===== src/rtl/imcol_pkg.sv =====
package imcol_pkg;

    localparam int CFG_IDX_W  = 3;
    localparam int CFG_DATA_W = 7;
    localparam int INDEX_W    = 12;
    localparam int VALUE_W    = 32;
    // Widest source index: (63*127 + 15*63 + 15)*127 + 15*63 + 15 needs 21 bits.
    localparam int SRC_W      = 21;

    localparam logic [CFG_IDX_W-1:0] REG_CHANNELS    = 3'd0;
    localparam logic [CFG_IDX_W-1:0] REG_IMAGE_ROWS  = 3'd1;
    localparam logic [CFG_IDX_W-1:0] REG_IMAGE_COLS  = 3'd2;
    localparam logic [CFG_IDX_W-1:0] REG_KERNEL_ROWS = 3'd3;
    localparam logic [CFG_IDX_W-1:0] REG_KERNEL_COLS = 3'd4;
    localparam logic [CFG_IDX_W-1:0] REG_OUT_ROWS    = 3'd5;
    localparam logic [CFG_IDX_W-1:0] REG_OUT_COLS    = 3'd6;
    localparam logic [CFG_IDX_W-1:0] REG_STRIDE      = 3'd7;

    localparam logic ACT_WRITE = 1'b0;
    localparam logic ACT_READ  = 1'b1;

    typedef struct packed {
        logic accept_write;
        logic accept_read;
        logic stage2_en;
        logic read_en;
        logic load_out;
    } imcol_cmd_t;

    typedef struct packed {
        logic out_free;
    } imcol_status_t;

endpackage


===== src/rtl/imcol_ctrl.sv =====
module imcol_ctrl (
    input  logic                     aclk,
    input  logic                     aresetn,
    input  logic                     s_valid,
    input  logic                     s_action,
    output logic                     s_ready,
    input  imcol_pkg::imcol_status_t status,
    output imcol_pkg::imcol_cmd_t    cmd
);
    import imcol_pkg::*;

    localparam logic [1:0] ST_IDLE = 2'd0;
    localparam logic [1:0] ST_MUL  = 2'd1;
    localparam logic [1:0] ST_READ = 2'd2;
    localparam logic [1:0] ST_LOAD = 2'd3;

    logic [1:0] state_reg;
    logic [1:0] state_next;

    assign s_ready = (state_reg == ST_IDLE);

    always_comb begin
        cmd.accept_write = s_valid && s_ready && (s_action == ACT_WRITE);
        cmd.accept_read  = s_valid && s_ready && (s_action == ACT_READ);
        cmd.stage2_en    = (state_reg == ST_MUL);
        cmd.read_en      = (state_reg == ST_READ);
        cmd.load_out     = (state_reg == ST_LOAD) && status.out_free;
    end

    always_comb begin
        state_next = state_reg;
        unique case (state_reg)
            ST_IDLE: begin
                if (cmd.accept_read) begin
                    state_next = ST_MUL;
                end
            end
            ST_MUL:  state_next = ST_READ;
            ST_READ: state_next = ST_LOAD;
            ST_LOAD: begin
                // The result waits here until the output register is free.
                if (status.out_free) begin
                    state_next = ST_IDLE;
                end
            end
        endcase
    end

    always_ff @(posedge aclk) begin
        if (!aresetn) begin
            state_reg <= ST_IDLE;
        end else begin
            state_reg <= state_next;
        end
    end

`ifndef NO_ASSERTIONS
    a_read_starts: assert property (@(posedge aclk) disable iff (!aresetn)
        cmd.accept_read |=> (state_reg == ST_MUL))
        else $error("read beat did not start the address pipeline");
    a_mul_to_read: assert property (@(posedge aclk) disable iff (!aresetn)
        (state_reg == ST_MUL) |=> (state_reg == ST_READ))
        else $error("address stage did not advance to the store read");
    a_load_holds: assert property (@(posedge aclk) disable iff (!aresetn)
        (state_reg == ST_LOAD && !status.out_free) |=> (state_reg == ST_LOAD))
        else $error("pending result left the load state while output was full");
`endif

endmodule


===== config.mk =====
export PLATFORM = sky130hd
export DESIGN_NAME = imcol_ctrl
export DESIGN_NICKNAME = d
export VERILOG_FILES = /design/src/rtl/imcol_pkg.sv /design/src/rtl/imcol_ctrl.sv
export SDC_FILE = /design/constraint.sdc
export NUM_CORES = 1
export LEC_CHECK = 0
export ABC_AREA = 0
export BUFFER_PORTS_ARGS = -buffer_cell sky130_fd_sc_hd__buf_2
export CORE_AREA = 2 2 39 41
export CTS_BUF_LIST = sky130_fd_sc_hd__clkbuf_2
export CTS_CLUSTER_SIZE = 16
export DETAILED_ROUTE_END_ITERATION = 10
export DIE_AREA = 0 0 41 43
export HOLD_SLACK_MARGIN = 0.08
export PLACE_DENSITY_LB_ADDON = 0.05
export SYNTH_ARGS = -nofsm -noshare
export SYNTH_HDL_FRONTEND = slang
export SYNTH_SLANG_ARGS = --single-unit

===== constraint.sdc =====
create_clock -name aclk -period 1.4 [get_ports aclk]
set_input_delay 0.21 -clock aclk [delete_from_list [all_inputs] [get_ports aclk]]
set_output_delay 0.21 -clock aclk [all_outputs]
set_load 0.01 [all_outputs]

* Yosys cells after proc, flatten, opt, wreduce, memory -nomap -nowiden *
Index checks and enable logic that the tools add are counted.

operators by class
  reduce and logical (&&, ||, !) cells = 6
  equal/unequal tests = 5
  bitwise logic cells = 1
  multiplexer cells = 3

operator list
  cell                count
  $pmux 2 s4          1
  $eq 2x2->1 const B  2
  $logic_and 1x1->1   4
  $mux 2              2
  $eq 2x1->1 const B  1
  $logic_not 2->1     1
  $ne 2x1->1 const B  1
  $ne 2x2->1 const B  1
  $reduce_and 2->1    1
  $not 1->1           1

storage, ports and cells
  register bits after elaboration = 2
  bits of input ports = 5

* Depth between registers and ports, before layout *
Gate-level depths: netlist of the first run.

  depth in word-level cells = 5
  depth in mapped cells = 4
  mapped depth without buffers = 4

* Worst setup path after synthesis of the first run *
No wires, ideal clock.

  path type = register to register
  start point = reg state_reg[0]
  end point = reg state_reg[0]
  cell stages (with the launch flop) = 5
  data required time = 1.285 ns
  slack = 0.207 ns
  data arrival time = 1.078 ns
  cell sequence = dfxtp_1 inv_1 ha_1 o31a_1 o21a_1

on the way
  longest elaborated chain between the ends = 5

ends and longest elaborated chain
  what                               line              source
  from (decl)                        imcol_ctrl.sv:17  logic [1:0] state_reg;
  from (signal assigned)             imcol_ctrl.sv:53  state_reg <= state_next;
  $logic_not 2->1 *                  imcol_ctrl.sv:20  assign s_ready = (state_reg == ST_IDLE);
  named net s_ready                  imcol_ctrl.sv:6   output logic s_ready,
  $logic_and 1x1->1 (2 in series)    imcol_ctrl.sv:24  cmd.accept_read = s_valid && s_ready && (s_action == ACT_READ);
  $ne 2x1->1 (no source line)        -
  $reduce_and 2->1 (no source line)  -

Mark *: on every way through the listed nets, which the timed path passes. The rest lies on a longest branch.
A chain may end at the register's enable or synchronous reset.

==> results of run 1 <==
==> repair_timing <==
item	CTS	global route
setup endpoints to repair	1	2
resized for setup	1	2
setup buffers	0	0
==> synthesized netlist by cell type <==
cell type / count
nand2_1: 4
o21a_1: 1
ha_1: 4
and2_2: 1
o31a_1: 1
dfxtp_1: 2
nor2_1: 1
mux2i_1: 1
a21oi_2: 1
nor2b_4: 1
inv_1: 2
and3_1: 1
==> layout make-up <==
class	instances	area, µm²	share of cell area [%]
inverter	2	7.51	2.79
clock buffer	3	15.0	5.58
tap	16	20.0	7.44
multi-input combinational	16	134	49.8
timing repair buffer	10	50.0	18.6
sequential	2	42.5	15.8
==> stage by stage <==
| stage | worst slack, ns | area [µm²] |
|---|---|---|
| after global placement | 0.177 | 249 |
| final | 0.111 | 269 |
| after floorplan | 0.207 | 179 |
| after global routing | 0.00313 | 269 |
| after CTS | 0.0497 | 267 |
| after detailed placement | 0.178 | 249 |
==> cell usage in the layout, fill, tap and decap left out <==
cell      netlist  layout
buf_2           0      10
o21a_1          1       1
o31a_1          1       1
nor2b_4         1       1
inv_1           2       2
and2_2          1       1
and3_1          1       1
dfxtp_2         0       2
clkbuf_2        0       3
ha_2            0       1
nor2_1          1       1
nand2_1         4       4
mux2i_1         1       1
a21oi_2         1       1
ha_1            4       3
==> power groups by stage <==
stage	Combinational [mW]	Sequential (mW)	Clock, mW
final	0.290	0.118	0.0852
after global routing	0.331	0.125	0.0994
after global placement	0.298	0.114	0
after floorplan	0.206	0.107	0
after detailed placement	0.288	0.113	0
after CTS	0.296	0.113	0.0938
==> cell families after synthesis <==
kind of cell	after synthesis	synth area share, %
flip-flops	2	22.4
buffers and inverters	2	4.20
AO/OA/AOI/OAI	3	14.0
multiplexers	1	5.59
AND/OR/NAND/NOR	8	25.9
adder cells (fa/ha/maj)	4	28.0
==> worst max-delay path: cells and delay by family (launching register included) <==
| kind | cells | cell delay, ns |
|---|---|---|
| AND/OR/NAND/NOR | 1 | 0.15 |
| flip-flops | 1 | 0.32 |
| adder cells (fa/ha/maj) | 1 | 0.22 |
| buffers and inverters | 2 | 0.20 |
==> path summary, 6_finish.rpt <==
check | start | endpoint | cells after the start
worst max register to register | state_reg[0]$_SDFFE_PN0P_ | state_reg[0]$_SDFFE_PN0P_ | 4
worst max-delay path | state_reg[0]$_SDFFE_PN0P_ | cmd[3] | 4
worst min-delay path | aresetn | state_reg[1]$_SDFFE_PN0P_ | 3
worst min register to register | state_reg[1]$_SDFFE_PN0P_ | state_reg[1]$_SDFFE_PN0P_ | 2
==> layer usage <==
| layer | vias up | track usage, % |
|---|---|---|
| met2 | 5 | 6.88 |
| met1 | 82 | 6.39 |
| met3 | 0 | 3.14 |
| met4 | 0 | 6.00 |
| li1 | 91 | - |
| met5 | - | 0 |
==> results.json, run 1 <==
{
  "cpPeakStageDelay_ns": 0.32,
  "cts-htree-levels": 1,
  "clk_latency_ns": 0.19,
  "drtPass1Iterations": 3,
  "slew_headroom_pct": 92.3,
  "cts_root_buffer": "clkbuf_2",
  "avgRoutedWirePerCell_um": 8.00,
  "dr_wl_met2_um": 211,
  "synth_top_area_share_pct": 28.0,
  "dr.first_iter.drc_count": 2,
  "die_y_um": 43,
  "coreArea_mm2": 0.00138,
  "crit_fanout": 5,
  "wl_met3_um": 43,
  "p_per_area_mw_per_mm2": 1830,
  "cts_hold_buf": 0,
  "switchingPower_mw": 0.207,
  "top_layer": "met3",
  "cts.clk_slew.worst_paths_ns": 0.03,
  "clock_path_buffers": 2,
  "yosysTopAreaCell": "ha_1",
  "hold_violations": 0,
  "start_kind": "register",
  "utilization_pct": 19.4,
  "setup_viol": 0,
  "synth.distinct_cells": 12,
  "final_cells": 49,
  "grt-ovfl-total": 0,
  "syn_avg_cell_area_um2": 8.95,
  "remaining_drc_errors": 0,
  "vdd_ir_drop_max_mv": 0.477,
  "postSynthRegisterBits": 2,
  "layout-drive-gt1-share_pct": 57.6,
  "swShare_pct": 41.9,
  "dp.cells": 46,
  "hp-class": "in -> reg",
  "yosysWarnings": 0,
  "leakagePower_nw": 0.141,
  "fillers": 161,
  "rsz0062_at_grt": "no",
  "finalSetupTns_ns": 0,
  "syn_area_um2": 179,
  "dp_hpwl_um": 342,
  "grt_max_degree": 6,
  "ios": 11,
  "worst_path_max_delay_cell": "dfxtp_2",
  "dr_total_vias": 178,
  "grt_pass1_vias": 177,
  "die_w_um": 41,
  "holdWs_ns": 0.307,
  "crit_arrival_ns": 1.08,
  "p_seq_share_pct": 24.0,
  "ant_nets": 0,
  "port_buffers": 10,
  "reg2reg_slack_ns": 0.28,
  "critPathKind": "reg -> out",
  "worst_pin_slew_ns": 0.112,
  "nets": 44,
  "period_needed_ns": 1.29,
  "synth_fp_nets": 29,
  "place_congestion": 0.646,
  "timing.final.crit_share_pct": 92.0,
  "p_total_mw": 0.493,
  "slew_violations": 0,
  "grt_first_pass_wirelength_um": 634,
  "comb_power_share_pct": 58.7,
  "placementRows": 14,
  "max_freq_mhz": 776,
  "clockPowerShare_pct": 17.3,
  "critPathCaptureType": "output port",
  "maxCapViolCount": 0,
  "clock-sinks": 2,
  "via_per_inst": 3.63,
  "grt_usage_pct": 5.71,
  "synth_area_leaders": "ha_1, dfxtp_1, nand2_1, nor2b_4, mux2i_1",
  "worstPathCellList": "inv_1 > ha_2 > and3_1 > buf_2",
  "area_growth_pct": 50.3,
  "tritoncts": "yes",
  "intPower_mw": 0.286,
  "wl_met1_um": 137,
  "synth_seq_area_share_pct": 22.4,
  "status": "complete, no violations",
  "antenna_found_initial": 0,
  "cts_made_buffers": 3,
  "netlist_instances": 20,
  "antenna_cells": 0,
  "wl_um": 392,
  "initial_core_util_pct": 12.9,
  "required_ns": 1.19,
  "skew_ns": 0.00323,
  "largest_register_ffs": 2,
  "dieArea_mm2": 0.00176
}
No activity file was read; power rests on OpenSTA's default activity.
==> run 2, diff against run 1 <==
- CTS_BUF_LIST: sky130_fd_sc_hd__clkbuf_2 -> sky130_fd_sc_hd__clkbuf_4 sky130_fd_sc_hd__clkbuf_8
==> run 2 against run 1 <==
Final cell count unchanged. Clock skew down 0.0011 ns. Highest routed layer unchanged. Via count down 0.56%. Setup slack worse by 0.0037 ns. Cell area up 6.5%. Routed wire length down 1.8%. Critical path type unchanged. Non-clock buffer count unchanged. Count of clock-buffer cells in the layout unchanged. Global-route usage unchanged. Power up 14%. First-iteration DRC count unchanged. Utilization up 1.3 points.
==> results.json, run 2 (synthesis gave the netlist of run 1 again) <==
{
  "avgRoutedWirePerCell_um": 7.86,
  "crit_fanout": 5,
  "dieArea_mm2": 0.00176,
  "start_kind": "register",
  "rr_worst_depth": 4,
  "intPower_mw": 0.346,
  "reg2reg_slack_ns": 0.29,
  "layout_common_cells": "buf_2, nand2_1, ha_1, clkbuf_4",
  "hp-class": "in -> reg",
  "period_needed_ns": 1.29,
  "fillers": 162,
  "slew_headroom_pct": 92.3,
  "ant_nets": 0,
  "critPathKind": "reg -> out",
  "leakagePower_nw": 0.145,
  "place_congestion": 0.646,
  "cts_setup_buffers": 0,
  "use_met3_pct": 3.14,
  "cts.clk_slew.worst_paths_ns": 0.03,
  "area_growth_pct": 60.1,
  "nets": 44,
  "drtPass1Iterations": 3,
  "min_to": "state_reg[1]$_SDFFE_PN0P_",
  "layout-drive-gt1-share_pct": 57.6,
  "grt.met2_usage_pct": 6.88,
  "largest_register_ffs": 2,
  "grt_pass1_vias": 177,
  "clk_latency_ns": 0.22,
  "ios": 11,
  "placementRows": 14,
  "wl_um": 385,
  "timing.rr.end": "state_reg[0]$_SDFFE_PN0P_",
  "grt_usage_pct": 5.71,
  "slew_violations": 0,
  "comb_power_share_pct": 57.1,
  "met1_usage_pct": 6.39,
  "status": "complete, no violations",
  "maxCapViolCount": 0,
  "port_buffers": 10,
  "switchingPower_mw": 0.215,
  "clockPowerShare_pct": 21.8,
  "setup_viol": 0,
  "finalSetupTns_ns": 0,
  "clock-sinks": 2,
  "cts_root_buffer": "clkbuf_4",
  "worst_pin_slew_ns": 0.112,
  "required_ns": 1.19,
  "hold_violations": 0,
  "dr_total_vias": 177,
  "crit_arrival_ns": 1.08,
  "grt_max_degree": 6,
  "cts-htree-levels": 1,
  "die_w_um": 41,
  "final_common_cell": "buf_2",
  "antenna_cells": 0,
  "multi_input_area_um2": 144,
  "vdd_ir_drop_max_mv": 0.557,
  "worstHoldStart": "aresetn",
  "p_per_area_mw_per_mm2": 1960,
  "grt_first_pass_wirelength_um": 634,
  "antenna_found_initial": 0,
  "final_cells": 49,
  "dp_hpwl_um": 342,
  "grt-ovfl-total": 0,
  "busiest_layer": "met2",
  "cts_made_buffers": 3,
  "reg2reg_from": "state_reg[0]$_SDFFE_PN0P_",
  "coreArea_mm2": 0.00138,
  "max_freq_mhz": 774,
  "seqCellArea_um2": 42.5,
  "die_y_um": 43,
  "via_per_inst": 3.61,
  "remaining_drc_errors": 0,
  "tritoncts": "yes",
  "swShare_pct": 38.3,
  "skew_ns": 0.00217,
  "dr.first_iter.drc_count": 2,
  "rsz0062_at_grt": "no",
  "timing.final.crit_share_pct": 92.3,
  "critPathCaptureType": "output port",
  "initial_core_util_pct": 12.9,
  "min_path_cells": 3,
  "clock_path_buffers": 2,
  "dp.cells": 46,
  "p_seq_share_pct": 21.0
}
## run 2: cell count changes in the layout (fill, tap and decap cells not counted)
cell and delta:
clkbuf_2 -3, clkbuf_4 +3, ha_2 -1, ha_4 +1
## run 2: timing repair
item	4_1_cts	5_1_grt
gates resized for setup	1	3
setup endpoints to repair	1	2
pin swaps	0	0
hold buffers	0	0
## run 2: routing by layer
layer | share of wire [%] | routed length [µm] | vias up
li1 | - | - | 91
met1 | 34 | 130 | 81
met2 | 55 | 211 | 5
met3 | 11 | 43 | 0
met4 | 0 | 0 | 0
met5 | 0 | 0 | -
## run 2: power groups by stage
stage	clock, mW	combinational (mW)	sequential (mW)
5_1_grt	0.137	0.365	0.125
3_3_place_gp	0	0.298	0.114
6_report	0.122	0.320	0.118
2_1_floorplan	0	0.206	0.107
4_1_cts	0.132	0.296	0.113
3_5_place_dp	0	0.288	0.113
## run 2: how the worst max path moves through the flow
stage	start	end	slack (ns)	depth (start not counted)
after floorplan	state_reg[0]$_SDFFE_PN0P_	state_reg[0]$_SDFFE_PN0P_	0.21	4
after global placement	state_reg[1]$_SDFFE_PN0P_	state_reg[0]$_SDFFE_PN0P_	0.18	4
after detailed placement	state_reg[0]$_SDFFE_PN0P_	state_reg[0]$_SDFFE_PN0P_	0.18	4
after CTS	state_reg[0]$_SDFFE_PN0P_	cmd[3]	0.02	4
after global routing	state_reg[0]$_SDFFE_PN0P_	cmd[4]	0.03	5
final	state_reg[0]$_SDFFE_PN0P_	cmd[3]	0.11	4
## run 2: per-stage QoR
stage / hold slack (ns) / area [µm²] / utilization [%] / worst slack [ns] / total power, mW
floorplan: 0.356 / 179 / - / 0.207 / 0.313
global placement: 0.503 / 249 / 18.0 / 0.177 / 0.411
detailed placement: 0.507 / 249 / 18.0 / 0.178 / 0.401
CTS: 0.273 / 274 / 19.8 / 0.0224 / 0.540
global route: 0.271 / 287 / 20.7 / 0.0280 / 0.627
finish: 0.270 / 287 / 20.7 / 0.108 / 0.561
## run 2: layout make-up
type,instances,area share [%]
repair buffers,10,17.5
inverters,2,2.62
well taps,16,6.99
flip-flops and latches,2,14.8
multi-input cells,16,50.2
clock buffers,3,7.86
## run 2: critical path, cell delays in order, from the launching register on
cell     delay, ns
dfxtp_2       0.34
inv_1         0.08
ha_4          0.18
and3_1        0.13
buf_2         0.13
